===== config.mk =====
export PLATFORM = sky130hd
export DESIGN_NAME = access_splitter_at_line_boundary
export DESIGN_NICKNAME = d
export VERILOG_FILES = /design/src/asl_pkg.sv /design/src/asl_ctrl.sv /design/src/asl_datapath.sv /design/src/access_splitter_at_line_boundary.sv
export SDC_FILE = /design/constraint.sdc
export NUM_CORES = 1
export LEC_CHECK = 0
export BUFFER_PORTS_ARGS = -buffer_cell sky130_fd_sc_hd__buf_4
export CORE_MARGIN = 2
export CORE_UTILIZATION = 35
export CTS_CLUSTER_DIAMETER = 100
export DETAILED_ROUTE_END_ITERATION = 10
export PLACE_DENSITY_LB_ADDON = 0.25
export SLEW_MARGIN = 40
export SYNTH_ARGS = -nofsm -noshare
export SYNTH_HDL_FRONTEND = slang
export SYNTH_HIERARCHICAL = 1
export SYNTH_SLANG_ARGS = --single-unit

===== constraint.sdc =====
create_clock -name clock -period 15.3 [get_ports clock]
set_clock_uncertainty 0.15 [all_clocks]
set_input_delay 3.825 -clock clock [delete_from_list [all_inputs] [get_ports clock]]
set_output_delay 3.825 -clock clock [all_outputs]
set_load 0.05 [all_outputs]

===== src/asl_pkg.sv =====
// Shared types and constants for the line-boundary access splitter.
// Used by asl_ctrl, asl_datapath and the top level; depends on nothing.
`default_nettype none

package asl_pkg;

   localparam int LINE_BYTES_DEF       = 64;
   localparam int MAX_ACCESS_BYTES_DEF = 64;

   localparam int TID_W   = 8;
   localparam int ADDR_W  = 64;
   localparam int SIZE_W  = 7;
   localparam int CHUNK_W = 4;
   localparam int TOTAL_W = 48;

   // No access produces more chunks than this.
   localparam int RESULT_LIMIT = 20;
   localparam int CNT_W        = $clog2(RESULT_LIMIT);

   localparam logic [CHUNK_W-1:0] CHUNK_8 = 4'd8;
   localparam logic [CHUNK_W-1:0] CHUNK_4 = 4'd4;
   localparam logic [CHUNK_W-1:0] CHUNK_2 = 4'd2;
   localparam logic [CHUNK_W-1:0] CHUNK_1 = 4'd1;

   typedef struct packed {
      logic [TID_W-1:0]  thread_id;
      logic [ADDR_W-1:0] address;
      logic [SIZE_W-1:0] size_bytes;
   } req_type;

   typedef struct packed {
      logic [TID_W-1:0]   thread_out;
      logic [ADDR_W-1:0]  chunk_address;
      logic [CHUNK_W-1:0] chunk_size;
      logic               last_chunk;
      logic [TOTAL_W-1:0] total_chunks;
   } rsp_type;

   typedef struct packed {
      logic load;
      logic emit;
   } cmd_type;

   typedef struct packed {
      logic empty_access;
      logic chunk_last;
   } status_type;

endpackage

`default_nettype wire


===== src/asl_ctrl.sv =====
// Controller for the line-boundary access splitter: accepts an access and
// sequences one chunk per free output slot. Depends on asl_pkg.
`default_nettype none

module asl_ctrl
   import asl_pkg::*;
(
   input  wire logic       clock,
   input  wire logic       reset,
   input  wire logic       req_valid,
   output logic            req_stall,
   output logic            rsp_valid,
   input  wire logic       rsp_stall,
   input  wire status_type status,
   output cmd_type         cmd
);

   localparam logic ST_IDLE = 1'b0;
   localparam logic ST_RUN  = 1'b1;

   logic state_ff, state_in;
   logic rsp_valid_ff, rsp_valid_in;
   logic slot_free;

   // The output register can take a new word when empty or being drained.
   assign slot_free = !rsp_valid_ff || !rsp_stall;
   assign req_stall = (state_ff != ST_IDLE);
   assign rsp_valid = rsp_valid_ff;

   always_comb begin
      cmd.load = 1'b0;
      cmd.emit = 1'b0;
      state_in = state_ff;
      unique case (state_ff)
         ST_IDLE: begin
            if (req_valid) begin
               cmd.load = 1'b1;
               if (!status.empty_access) begin
                  state_in = ST_RUN;
               end
            end
         end
         ST_RUN: begin
            if (slot_free) begin
               cmd.emit = 1'b1;
               if (status.chunk_last) begin
                  state_in = ST_IDLE;
               end
            end
         end
         default: state_in = ST_IDLE;
      endcase
      if (cmd.emit) begin
         rsp_valid_in = 1'b1;
      end else begin
         rsp_valid_in = rsp_valid_ff && rsp_stall;
      end
   end

   always_ff @(posedge clock) begin
      if (reset) begin
         state_ff     <= ST_IDLE;
         rsp_valid_ff <= 1'b0;
      end else begin
         state_ff     <= state_in;
         rsp_valid_ff <= rsp_valid_in;
      end
   end

endmodule

`default_nettype wire


===== src/asl_datapath.sv =====
// Datapath for the line-boundary access splitter: part lengths, chunk
// address, running chunk total and the output word. Depends on asl_pkg.
`default_nettype none

module asl_datapath
   import asl_pkg::*;
#(
   parameter int LINE_BYTES       = LINE_BYTES_DEF,
   parameter int MAX_ACCESS_BYTES = MAX_ACCESS_BYTES_DEF
) (
   input  wire logic    clock,
   input  wire logic    reset,
   input  wire req_type req_data,
   input  wire cmd_type cmd,
   output status_type   status,
   output rsp_type      rsp_data
);

   // LINE_BYTES must be a power of two (unchecked); offset = low address bits.
   localparam int OFF_W = $clog2(LINE_BYTES);
   localparam int LEN_W = $clog2(LINE_BYTES + MAX_ACCESS_BYTES + (1 << SIZE_W));
   localparam logic [LEN_W-1:0] LINE_LEN = LEN_W'(LINE_BYTES);
   localparam logic [LEN_W-1:0] MAX_LEN  = LEN_W'(MAX_ACCESS_BYTES);
   localparam logic [CNT_W-1:0] CNT_LAST = CNT_W'(RESULT_LIMIT - 1);

   logic [TID_W-1:0]   tid_ff;
   logic [ADDR_W-1:0]  addr_ff;
   logic [LEN_W-1:0]   part_ff, part_in;
   logic [LEN_W-1:0]   trail_ff, trail_in;
   logic [CNT_W-1:0]   cnt_ff;
   logic [TOTAL_W-1:0] total_ff, total_next;
   rsp_type            rsp_ff;

   logic [LEN_W-1:0]   size_ext, size_sat, offset, end_pos;
   logic [CHUNK_W-1:0] chunk;
   logic [LEN_W-1:0]   part_left;
   logic               last;

   assign status.empty_access = (req_data.size_bytes == '0);
   assign status.chunk_last   = last;
   assign rsp_data            = rsp_ff;

   always_comb begin
      size_ext = LEN_W'(req_data.size_bytes);
      size_sat = (size_ext > MAX_LEN) ? MAX_LEN : size_ext;
      offset   = LEN_W'(req_data.address[OFF_W-1:0]);
      end_pos  = offset + size_sat;
      if (end_pos > LINE_LEN) begin
         part_in  = LINE_LEN - offset;
         trail_in = end_pos - LINE_LEN;
      end else begin
         part_in  = size_sat;
         trail_in = '0;
      end
   end

   // Greedy chunking: largest of 8, 4, 2, 1 that still fits the part.
   always_comb begin
      priority if (part_ff >= LEN_W'(8)) begin
         chunk = CHUNK_8;
      end else if (part_ff >= LEN_W'(4)) begin
         chunk = CHUNK_4;
      end else if (part_ff >= LEN_W'(2)) begin
         chunk = CHUNK_2;
      end else begin
         chunk = CHUNK_1;
      end
      part_left  = part_ff - LEN_W'(chunk);
      total_next = total_ff + TOTAL_W'(1);
      last       = ((part_left == '0) && (trail_ff == '0)) || (cnt_ff == CNT_LAST);
   end

   always_ff @(posedge clock) begin
      if (reset) begin
         total_ff <= '0;
      end else if (cmd.emit) begin
         total_ff <= total_next;
      end
   end

   always_ff @(posedge clock) begin
      if (cmd.load) begin
         tid_ff   <= req_data.thread_id;
         addr_ff  <= req_data.address;
         part_ff  <= part_in;
         trail_ff <= trail_in;
         cnt_ff   <= '0;
      end else if (cmd.emit) begin
         addr_ff <= addr_ff + ADDR_W'(chunk);
         cnt_ff  <= cnt_ff + CNT_W'(1);
         if (part_left == '0) begin
            part_ff  <= trail_ff;
            trail_ff <= '0;
         end else begin
            part_ff <= part_left;
         end
      end
      if (cmd.emit) begin
         rsp_ff.thread_out    <= tid_ff;
         rsp_ff.chunk_address <= addr_ff;
         rsp_ff.chunk_size    <= chunk;
         rsp_ff.last_chunk    <= last;
         rsp_ff.total_chunks  <= total_next;
      end
   end

endmodule

`default_nettype wire


===== src/access_splitter_at_line_boundary.sv =====
// Line-boundary access splitter, top level. An accepted access is loaded into
// the datapath, which then yields one chunk word per cycle while the output is
// not stalled, up to twenty chunks, sequenced by the controller. A new access
// is taken only after the last chunk is issued; each word is registered.
// Reset clears the controller and the running chunk total.
`default_nettype none

module access_splitter_at_line_boundary
   import asl_pkg::*;
#(
   parameter int LINE_BYTES       = LINE_BYTES_DEF,
   parameter int MAX_ACCESS_BYTES = MAX_ACCESS_BYTES_DEF
) (
   input  wire logic    clock,
   input  wire logic    reset,
   input  wire logic    req_valid,
   output logic         req_stall,
   input  wire req_type req_data,
   output logic         rsp_valid,
   input  wire logic    rsp_stall,
   output rsp_type      rsp_data
);

   cmd_type    cmd;
   status_type status;

   asl_ctrl u_ctrl (
      .clock     (clock),
      .reset     (reset),
      .req_valid (req_valid),
      .req_stall (req_stall),
      .rsp_valid (rsp_valid),
      .rsp_stall (rsp_stall),
      .status    (status),
      .cmd       (cmd)
   );

   asl_datapath #(
      .LINE_BYTES       (LINE_BYTES),
      .MAX_ACCESS_BYTES (MAX_ACCESS_BYTES)
   ) u_datapath (
      .clock    (clock),
      .reset    (reset),
      .req_data (req_data),
      .cmd      (cmd),
      .status   (status),
      .rsp_data (rsp_data)
   );

endmodule

`default_nettype wire


==> results of run 1 <==
==> worst max-delay path: cells and delay by family <==
kind | cells | cell delay (ns)
AO/OA/AOI/OAI | 4 | 1.02
AND/OR/NAND/NOR | 5 | 0.80
adder cells (fa/ha/maj) | 3 | 0.75
XOR/XNOR | 1 | 0.26
buffers and inverters | 2 | 0.20
==> power groups by stage <==
stage,combinational [mW],clock (mW),sequential [mW]
2_1_floorplan,0.128,0,0.989
3_3_place_gp,0.291,0,0.920
3_5_place_dp,0.295,0,0.921
4_1_cts,0.297,0.800,0.906
5_1_grt,0.319,0.831,0.914
6_report,0.295,0.777,0.906
==> metal layers <==
metal | vias to the layer above | global-route usage | routed length (um)
li1 | 4398 | - | -
met1 | 4374 | 0.218 | 13600
met2 | 228 | 0.246 | 14100
met3 | 37 | 0.0244 | 1590
met4 | 0 | 0.0393 | 544
met5 | - | 0 | 0
==> stage by stage <==
step | total power [mW] | worst slack, ns
4_1_cts | 2.00 | 8.60
6_report | 1.98 | 8.56
2_1_floorplan | 1.12 | 2.93
3_5_place_dp | 1.22 | 8.04
3_3_place_gp | 1.21 | 8.15
5_1_grt | 2.06 | 8.24
==> synthesized netlist by cell type, types with 23 or more instances <==
library cell,n
sky130_fd_sc_hd__clkbuf_1,48
sky130_fd_sc_hd__dfxtp_1,55
sky130_fd_sc_hd__edfxtp_1,213
sky130_fd_sc_hd__inv_1,27
sky130_fd_sc_hd__nand2_1,119
sky130_fd_sc_hd__nand3_1,46
sky130_fd_sc_hd__nand4_1,38
sky130_fd_sc_hd__nor2_1,95
sky130_fd_sc_hd__nor3_1,23
sky130_fd_sc_hd__o21ai_0,72
sky130_fd_sc_hd__xnor2_1,80
sky130_fd_sc_hd__xor2_1,80
==> flip-flops by register name, summed over array words and instances, names as in the netlist <==
| signal | count |
|---|---|
| u_datapath/rsp_data | 125 |
| u_datapath/addr_ff | 64 |
| u_datapath/total_ff | 48 |
| u_datapath/part_ff | 8 |
| u_datapath/tid_ff | 8 |
| u_datapath/trail_ff | 8 |
| u_datapath/cnt_ff | 5 |
| u_ctrl/req_stall | 1 |
| u_ctrl/rsp_valid | 1 |
==> path summary, 6_finish.rpt <==
check | startpoint | to | slack [ns]
hold reg to reg | u_datapath/tid_ff[7]$_DFFE_PP_ | u_datapath/rsp_data[124]$_DFFE_PP_ | 0.27
hold / removal | u_datapath/tid_ff[7]$_DFFE_PP_ | u_datapath/rsp_data[124]$_DFFE_PP_ | 0.27
setup / recovery | req_data[6] | u_datapath/part_ff[6]$_DFFE_PP_ | 8.56
setup reg to reg | u_datapath/part_ff[5]$_DFFE_PP_ | u_datapath/trail_ff[3]$_SDFFCE_PP0P_ | 10.97
==> cell usage in the layout, fill, tap and decap left out, drive strengths merged, types with 6 or more instances in the layout <==
master,count
nor2b,10
xor2,80
nor3b,6
nor4,19
nor2,95
inv,28
clkinv,11
clkbuf,33
nor3,23
buf,218
a31oi,10
nand2b,7
or3,19
edfxtp,213
xnor2,80
dfxtp,55
and4,7
bufinv,8
nand4,41
ha,19
nand2,119
o21ai,72
a21oi,19
and2,16
nand3,46
and3,22
==> cell families (layout without fill, tap and decap cells) <==
kind of cell,Yosys count,in the layout,share of synthesized area
buffers and inverters,85,298,0.0267
other,0,1,0
xor gates and xnor gates,160,160,0.111
and+or+nand+nor,452,452,0.184
muxes,7,7,0.00573
AOI/OAI and AO/OA,124,124,0.0573
adders and majority gates,22,22,0.0235
DFF,268,268,0.592
==> area by class of cell <==
cell class / instances / area share
Antenna cell: 1 / 0.000158
Clock buffer: 33 / 0.0482
Clock inverter: 20 / 0.0197
Inverter: 27 / 0.00642
Multi-Input combinational cell: 765 / 0.310
Sequential cell: 268 / 0.475
Tap cell: 461 / 0.0365
Timing Repair Buffer: 218 / 0.104
==> flow_summary.json, run 1 <==
{
  "outcome": "finished clean",
  "final_worst_path_cycle_share": 0.440,
  "gr-total-overflow": 0,
  "net-switching-power_mw": 0.523,
  "fillers": 3316,
  "layout.core_utilization": 0.444,
  "achievable-frequency_mhz": 148,
  "routed_wire_length_per_instance_um": 16.6,
  "vdd_ir_drop_max_mv": 0.0775,
  "cellPowerDensity_nw_per_um2": 125,
  "worst_path_maximum_fanout": 10,
  "slew_headroom": 0.474,
  "hold-worst-slack_ns": 0.270,
  "synth_top_cell_by_area": "sky130_fd_sc_hd__edfxtp_1",
  "rows": 69,
  "vias_per_cell": 5.04,
  "flow.area_growth_from_synthesis_pct": 24.7,
  "hold_path.class": "reg2reg",
  "ys.flop_type": "sky130_fd_sc_hd__edfxtp_1",
  "timing_hold_violations_final": 0,
  "worstPathRequired_ns": 15.43,
  "placed_instances": 1739,
  "non_filler_cell_area_final_um2": 15800,
  "setup.worst_path.class": "in2reg",
  "synth_top_cell_area_share": 0.505,
  "cts-htree-levels": 1,
  "synth_area_leaders": "sky130_fd_sc_hd__edfxtp_1 (51%), sky130_fd_sc_hd__dfxtp_1 (8.7%), sky130_fd_sc_hd__xnor2_1 (5.5%)",
  "dp.final_hpwl_um": 20700,
  "register_area_um2": 7500,
  "wire_length_of_the_first_global_routing_pass_um": 47500,
  "critPathLaunchType": "primary input",
  "finalMaxSlewViolations": 0,
  "cts-buffers-inserted": 29,
  "hold_depth": 0,
  "syn_nets": 1223,
  "power_frac_clock": 0.393,
  "intPower_mw": 1.45,
  "cap_viol_max_count": 0,
  "floorplan.io_pins": 210,
  "logic_gate_share_of_total_power": 0.149,
  "cellLeakagePower_nw": 5.85,
  "synth.distinct_cells": 58,
  "layout-drive-gt1-share": 0.221,
  "finalSetupViolCount": 0,
  "die_h_um": 194,
  "cts_tree": "built",
  "floorplan.initialDensity": 0.356,
  "setup-tns-final_ns": 0,
  "switching_share": 0.265,
  "die_x_um": 194,
  "core_region_area_um2": 35600,
  "clockRootBuffer": "sky130_fd_sc_hd__clkbuf_16",
  "post-route-drc-count": 0,
  "drt_wl_total_um": 29800,
  "crit_path_cell_trace": "buf_4 > nor2b_1 > ha_1 > inv_1 > fa_1 > nand2b_1 > a21oi_1 > a21o_1 > a21oi_1 > xnor2_1 > ha_1 > nand4b_1 > o41a_1 > nor3_1 > nor3_1",
  "vias": 9037,
  "synth_warnings": 6,
  "drt_first_iter_violations": 549,
  "syn_area_um2": 12700,
  "final_cells": 1793,
  "clkSlewWorstSetupHoldPaths_ns": 0.06,
  "cts_hold_buf": 0,
  "ctsLongestPathBuffers": 3,
  "gp_congestion": 0.867,
  "asyncSetResetFlopFracSynth": 0,
  "cts.sinks": 268,
  "grt_util_all_layers": 0.154,
  "arrival_ns": 6.86,
  "critical-path-slowest-cell": "sky130_fd_sc_hd__o41a_1",
  "design.die.area_um2": 37700,
  "multi_input_comb_area_um2": 4900,
  "finish.net_count": 1414,
  "port_bufs": 209,
  "timing.final.crit_period_ns": 6.74,
  "element_type_at_the_critical_path_end": "flop",
  "insertion_delay_ns": 0.54,
  "firstDrtPassIters": 5,
  "route.antenna.remaining_nets": 0,
  "postCtsResizedCells": 0,
  "netlist_instances": 1118,
  "max_stage_delay_ns": 0.57,
  "synthesis.area_per_instance_um2": 11.3,
  "antenna_found_initial": 1,
  "synth-edff-count": 213,
  "cts_setup_buffers": 0,
  "rsz0062_at_grt": "false",
  "grt_pass1_vias": 8567,
  "number_of_synthesized_register_bits": 268,
  "grt_max_degree": 80,
  "tightestPinTransition_ns": 0.788,
  "yosysSeqAreaShare": 0.592,
  "placed_cell_area_um2": 14700,
  "sequentialPowerShare": 0.458,
  "worstRegToRegCells": 11
}
(Power assumes the default switching activity.)
==> run 2: changes to the inputs <==
ABC_AREA = 1   (was unset)
clock period = 6.7 ns   (was 15.3 ns; I/O delays follow)
==> run 2 against run 1 <==
Net effect:
- die area rose by 12%
- non-clock buffer count down 5
- via count increased by 34%
- highest routed layer unchanged
- routed wire length is 42% higher
==> flow_summary.json, run 2 <==
{
  "outcome": "finished clean",
  "ys.flop_type": "sky130_fd_sc_hd__edfxtp_1",
  "critPathLaunchType": "primary input",
  "cts_setup_buffers": 0,
  "tightestPinTransition_ns": 0.813,
  "rows": 73,
  "vdd_ir_drop_max_mv": 0.191,
  "synth_warnings": 6,
  "cellPowerDensity_nw_per_um2": 275,
  "arrival_ns": 4.99,
  "layout.cells.most_common": "sky130_fd_sc_hd__nand2_1",
  "antenna_found_initial": 0,
  "finalSetupViolCount": 0,
  "cts_hold_buf": 0,
  "routed_wire_length_per_instance_um": 16.9,
  "clockRootBuffer": "sky130_fd_sc_hd__clkbuf_16",
  "grt_max_degree": 152,
  "final_worst_path_cycle_share": 0.717,
  "cts_tree": "built",
  "hold_path.class": "reg2reg",
  "synth_area_leaders": "sky130_fd_sc_hd__edfxtp_1 (45%), sky130_fd_sc_hd__nand2_1 (13%), sky130_fd_sc_hd__dfxtp_1 (7.7%)",
  "worst_path_maximum_fanout": 9,
  "max_stage_delay_ns": 0.38,
  "grt_pass1_vias": 11700,
  "hold-worst-slack_ns": 0.272,
  "netlist_instances": 1740,
  "synth.distinct_cells": 41,
  "element_type_at_the_critical_path_end": "flop",
  "synth_top_cell_by_area": "sky130_fd_sc_hd__edfxtp_1",
  "worstRegToRegCells": 17,
  "fillers": 4027,
  "hold_depth": 0,
  "placed_cell_area_um2": 16400,
  "design.die.area_um2": 42400,
  "floorplan.io_pins": 210,
  "rsz0062_at_grt": "false",
  "drt_first_iter_violations": 846,
  "wire_length_of_the_first_global_routing_pass_um": 64900,
  "vias_per_cell": 4.86,
  "synthesis.area_per_instance_um2": 8.20,
  "gr-total-overflow": 0,
  "n_antenna_cell": 0,
  "most_frequent_cell_on_the_critical_path": "sky130_fd_sc_hd__nand2_1",
  "number_of_synthesized_register_bits": 268,
  "cts-htree-levels": 1,
  "asyncSetResetFlopFracSynth": 0,
  "setup.worst_path.class": "in2reg",
  "gp_congestion": 0.934,
  "ctsLongestPathBuffers": 3,
  "vias": 12100,
  "worstPathRequired_ns": 6.88,
  "final_cell_mix": "sky130_fd_sc_hd__nand2_1 (510), sky130_fd_sc_hd__nor2_1 (234), sky130_fd_sc_hd__inv_1 (230), sky130_fd_sc_hd__edfxtp_1 (213), sky130_fd_sc_hd__buf_4 (210)",
  "timing_hold_violations_final": 0,
  "route.antenna.remaining_nets": 0,
  "netlist_top_cells_count": "sky130_fd_sc_hd__nand2_1 (511), sky130_fd_sc_hd__nor2_1 (235), sky130_fd_sc_hd__inv_1 (232), sky130_fd_sc_hd__edfxtp_1 (213), sky130_fd_sc_hd__nand3_1 (120)",
  "yosysSeqAreaShare": 0.526,
  "largest_register_ffs": 125,
  "finalMaxSlewViolations": 0,
  "cts.sinks": 268,
  "achievable-frequency_mhz": 208,
  "critical-path-slowest-cell": "sky130_fd_sc_hd__fa_1",
  "insertion_delay_ns": 0.58,
  "setup.reg_to_reg.worst_slack_ns": 2.96,
  "synth_most_common_cell": "sky130_fd_sc_hd__nand2_1",
  "setup-tns-final_ns": 0,
  "syn_nets": 1845,
  "placed_instances": 2445,
  "slew_headroom": 0.458,
  "cap_viol_max_count": 0,
  "drt_wl_total_um": 42400,
  "firstDrtPassIters": 5,
  "port_bufs": 209,
  "cellLeakagePower_nw": 7.59,
  "regToRegStartpoint": "u_datapath/part_ff[4]$_DFFE_PP_",
  "non_filler_cell_area_final_um2": 17400,
  "die_h_um": 206,
  "floorplan.initialDensity": 0.357,
  "critical_path.n_buffers_inverters": 4,
  "flow.area_growth_from_synthesis_pct": 22.3,
  "synth-edff-count": 213,
  "hold_start": "u_datapath/tid_ff[0]$_DFFE_PP_",
  "critical-path-top-delay-family": "simple AND/OR/NAND/NOR gates",
  "finish.net_count": 2057,
  "worstHoldEndpoint": "u_datapath/rsp_data[117]$_DFFE_PP_",
  "core_region_area_um2": 40000,
  "syn_area_um2": 14300,
  "final_cells": 2500,
  "postCtsResizedCells": 0,
  "clkSlewWorstSetupHoldPaths_ns": 0.06,
  "synth_top_cell_area_share": 0.448,
  "grt_util_all_layers": 0.200,
  "timing.final.crit_period_ns": 4.80,
  "cts-buffers-inserted": 30,
  "r2r-end": "u_datapath/addr_ff[48]$_DFFE_PP_",
  "post-route-drc-count": 0,
  "die_x_um": 206,
  "layout-drive-gt1-share": 0.162,
  "dp.final_hpwl_um": 32200
}
## run 2: changes by cell type in the layout (fill, tap and decap cells not counted), sizes merged, moves of 9 or more
cell / before / now
or3: 19 / 0
and2: 16 / 1
nor2b: 10 / 0
o21ai: 72 / 81
nand3: 46 / 122
inv: 28 / 244
nor2: 95 / 249
nor4: 19 / 3
xnor2: 80 / 17
and3: 22 / 0
xor2: 80 / 44
a21oi: 19 / 47
nand2: 119 / 519
## run 2: how the worst max path moves through the flow
stage                                 endpoint         from  depth (start not counted)  slack, ns
2_1_floorplan  u_datapath/addr_ff[0]$_DFFE_PP_    rsp_stall                          6       0.59
3_3_place_gp   u_datapath/part_ff[0]$_DFFE_PP_  req_data[2]                         25       1.37
3_5_place_dp   u_datapath/part_ff[4]$_DFFE_PP_  req_data[2]                         25       1.31
4_1_cts        u_datapath/part_ff[4]$_DFFE_PP_  req_data[2]                         25       1.94
5_1_grt        u_datapath/part_ff[1]$_DFFE_PP_  req_data[2]                         25       1.41
6_report       u_datapath/part_ff[1]$_DFFE_PP_  req_data[2]                         25       1.90
## run 2: layer usage
metal,up-vias,GRT usage,share of wire
met5,-,0,0
met4,0,0.0707,0.034
met3,76,0.0244,0.058
met2,384,0.336,0.47
met1,5614,0.265,0.43
li1,6071,-,-
## run 2: cell families after synthesis
logic type      after synthesis  share of synthesized area
compound gates              144                     0.0539
xor+xnor                     61                     0.0385
fa+ha+maj                    22                     0.0209
buf+inv                     274                     0.0725
flops                       268                      0.526
simple gates                971                      0.289
## run 2: area by class of cell
cell class	count	area [um2]	share of cell area
Clock buffer	36	816	0.0468
Sequential cell	268	7500	0.430
Timing Repair Buffer	213	1620	0.0928
Tap cell	525	657	0.0376
Clock inverter	19	188	0.0108
Multi-Input combinational cell	1198	5770	0.331
Inverter	241	905	0.0518
## run 2: per-stage QoR
step	power [mW]	setup WS (ns)	util
2_1_floorplan	2.83	0.586	-
3_3_place_gp	3.16	1.37	0.411
3_5_place_dp	3.17	1.31	0.411
4_1_cts	4.86	1.94	0.436
5_1_grt	5.05	1.41	0.436
6_report	4.81	1.90	0.436
## run 2: power by group
part	internal, mW	switching (mW)	leakage [nW]
clock	0.955	0.708	0.480
combinational	0.287	0.672	4.60
sequential	2.03	0.157	2.51
==> run 3: changes to the inputs <==
clock period = 4.34 ns   (was 6.7 ns; I/O delays follow)
==> run 3 against run 2 <==
Net effect:
- global-route usage up 0.39 points
- clock-buffer cell count up 3
- register-to-register slack got worse by 2.4 ns
- sequential power rose by 54%
- core utilization rose by 0.23 points
- first-iteration DRC count up 0.12%
- highest routed layer is now met5
==> flow_summary.json, run 3 (same netlist as run 2, synthesis figures left out) <==
{
  "power_frac_clock": 0.342,
  "logic_gate_share_of_total_power": 0.201,
  "fillers": 4076,
  "die_h_um": 206,
  "cts.sinks": 268,
  "worstRegToRegCells": 18,
  "layout-drive-gt1-share": 0.167,
  "grt_pass1_vias": 11900,
  "vias_per_cell": 4.82,
  "vdd_ir_drop_max_mv": 0.289,
  "cts_tree": "built",
  "grt_max_degree": 91,
  "worstPathRequired_ns": 4.51,
  "rows": 73,
  "hold_path.class": "reg2reg",
  "arrival_ns": 4.15,
  "ctsLongestPathBuffers": 3,
  "placed_instances": 2457,
  "cellLeakagePower_nw": 7.65,
  "vias": 12100,
  "firstDrtPassIters": 5,
  "outcome": "finished clean",
  "final_worst_path_cycle_share": 0.916,
  "grt_util_all_layers": 0.204,
  "post-route-drc-count": 0,
  "floorplan.initialDensity": 0.357,
  "insertion_delay_ns": 0.57,
  "antenna_found_initial": 3,
  "dp.final_hpwl_um": 32900,
  "post-layout-total-power_mw": 7.36,
  "hold_depth": 0,
  "finalMaxSlewViolations": 0,
  "net-switching-power_mw": 2.29,
  "clockRootBuffer": "sky130_fd_sc_hd__clkbuf_16",
  "port_bufs": 209,
  "non_filler_cell_area_final_um2": 17500,
  "route.antenna.remaining_nets": 0,
  "cts-buffers-inserted": 30,
  "layout.cells.most_common": "sky130_fd_sc_hd__nand2_1",
  "gr-total-overflow": 0,
  "critPathLaunchType": "primary input",
  "final_cell_mix": "sky130_fd_sc_hd__nand2_1 (509), sky130_fd_sc_hd__nor2_1 (234), sky130_fd_sc_hd__inv_1 (230), sky130_fd_sc_hd__buf_4 (222), sky130_fd_sc_hd__edfxtp_1 (213)",
  "cellPowerDensity_nw_per_um2": 420,
  "intPower_mw": 5.06,
  "setup.worst_path.class": "in2reg",
  "timing_hold_violations_final": 0,
  "timing.final.crit_period_ns": 3.98,
  "cap_viol_max_count": 0,
  "cts-htree-levels": 1,
  "finalSetupViolCount": 0,
  "core_region_area_um2": 40000,
  "wire_length_of_the_first_global_routing_pass_um": 66400,
  "tightestPinTransition_ns": 0.762,
  "register_area_um2": 7500,
  "finish.net_count": 2069,
  "placed_cell_area_um2": 16500,
  "multi_input_comb_area_um2": 5780,
  "gp_congestion": 0.942,
  "drt_wl_total_um": 43100,
  "sequentialPowerShare": 0.457,
  "flow.area_growth_from_synthesis_pct": 23.0,
  "drt_first_iter_violations": 847,
  "slew_headroom": 0.492,
  "largest_register_ffs": 125,
  "element_type_at_the_critical_path_end": "flop",
  "worst_path_maximum_fanout": 7,
  "routed_wire_length_per_instance_um": 17.2,
  "achievable-frequency_mhz": 252,
  "design.die.area_um2": 42400,
  "clkSlewWorstSetupHoldPaths_ns": 0.06,
  "floorplan.io_pins": 210,
  "switching_share": 0.312,
  "cts_hold_buf": 0,
  "final_cells": 2512,
  "die_x_um": 206
}
run 3: cell types whose count changed in the layout (fill, tap and decap cells not counted), moves of 2 or more:
cell,change
sky130_fd_sc_hd__clkbuf_8,+4
sky130_fd_sc_hd__inv_4,-2
sky130_fd_sc_hd__inv_6,-2
sky130_fd_sc_hd__clkinv_2,+3
sky130_fd_sc_hd__buf_4,+12
sky130_fd_sc_hd__clkinvlp_4,-2
run 3: path summary, 6_finish.rpt:
| path | start | to | slack, ns |
|---|---|---|---|
| hold reg to reg | u_datapath/tid_ff[6]$_DFFE_PP_ | u_datapath/rsp_data[123]$_DFFE_PP_ | 0.27 |
| setup reg to reg | u_datapath/part_ff[5]$_DFFE_PP_ | u_datapath/addr_ff[60]$_DFFE_PP_ | 0.58 |
| setup / recovery | req_data[2] | u_datapath/part_ff[3]$_DFFE_PP_ | 0.36 |
| hold / removal | u_datapath/tid_ff[6]$_DFFE_PP_ | u_datapath/rsp_data[123]$_DFFE_PP_ | 0.27 |
run 3: critical path, stage by stage:
cell	delay [ns]
sky130_fd_sc_hd__buf_4	0.12
sky130_fd_sc_hd__nor4_2	0.30
sky130_fd_sc_hd__nand2_1	0.12
sky130_fd_sc_hd__nand2_1	0.10
sky130_fd_sc_hd__nand2_1	0.08
sky130_fd_sc_hd__inv_1	0.07
sky130_fd_sc_hd__ha_1	0.16
sky130_fd_sc_hd__inv_1	0.06
sky130_fd_sc_hd__fa_1	0.37
sky130_fd_sc_hd__inv_1	0.08
sky130_fd_sc_hd__nand3_1	0.08
sky130_fd_sc_hd__nand2_1	0.09
sky130_fd_sc_hd__a21oi_1	0.06
sky130_fd_sc_hd__o21bai_1	0.14
sky130_fd_sc_hd__xor2_1	0.20
sky130_fd_sc_hd__ha_1	0.17
sky130_fd_sc_hd__nand3_1	0.07
sky130_fd_sc_hd__nor2_1	0.11
sky130_fd_sc_hd__nand3_1	0.08
sky130_fd_sc_hd__nor2_1	0.12
sky130_fd_sc_hd__nand2_2	0.08
sky130_fd_sc_hd__buf_4	0.16
sky130_fd_sc_hd__nand3_1	0.07
sky130_fd_sc_hd__nand2_1	0.05
sky130_fd_sc_hd__nand2_1	0.05
sky130_fd_sc_hd__nand2_1	0.05
run 3: timing repair:
| action | CTS | global route |
|---|---|---|
| setup buffers | 0 | 0 |
| endpoints found under the setup margin | 0 | 7 |
| resized for setup | 0 | 2 |
run 3: layout make-up:
| type | instances | area share |
|---|---|---|
| inverters | 241 | 0.0516 |
| multi-input cells | 1198 | 0.329 |
| diodes | 1 | 0.000143 |
| well taps | 525 | 0.0375 |
| flip-flops and latches | 268 | 0.427 |
| clock inverters | 15 | 0.00792 |
| clock buffers | 39 | 0.0482 |
| repair buffers | 225 | 0.0979 |
run 3: layer usage:
metal,vias up,track usage,share of wire
met5,-,0,0.00058
met4,4,0.0668,0.034
met3,73,0.0285,0.056
met2,357,0.345,0.47
met1,5578,0.268,0.44
li1,6091,-,-
run 3: stage by stage:
stage | setup slack, ns | setup TNS, ns | util | hold WS [ns]
after floorplan | -0.459 | -36.54 | - | 0.250
after global placement | -0.140 | -0.901 | 0.413 | 0.254
after detailed placement | -0.235 | -2.06 | 0.414 | 0.265
after CTS | 0.359 | 0 | 0.438 | 0.278
after global routing | -0.0353 | -0.0353 | 0.438 | 0.281
final | 0.364 | 0 | 0.438 | 0.275
run 3: power groups by stage:
stage                     Clock, mW  Sequential [mW]  Combinational [mW]
final                          2.52             3.36                1.48
after global routing           2.70             3.40                1.65
after CTS                      2.60             3.36                1.49
after detailed placement          0             3.41                1.48
after global placement            0             3.41                1.47
after floorplan                   0             3.64               0.738
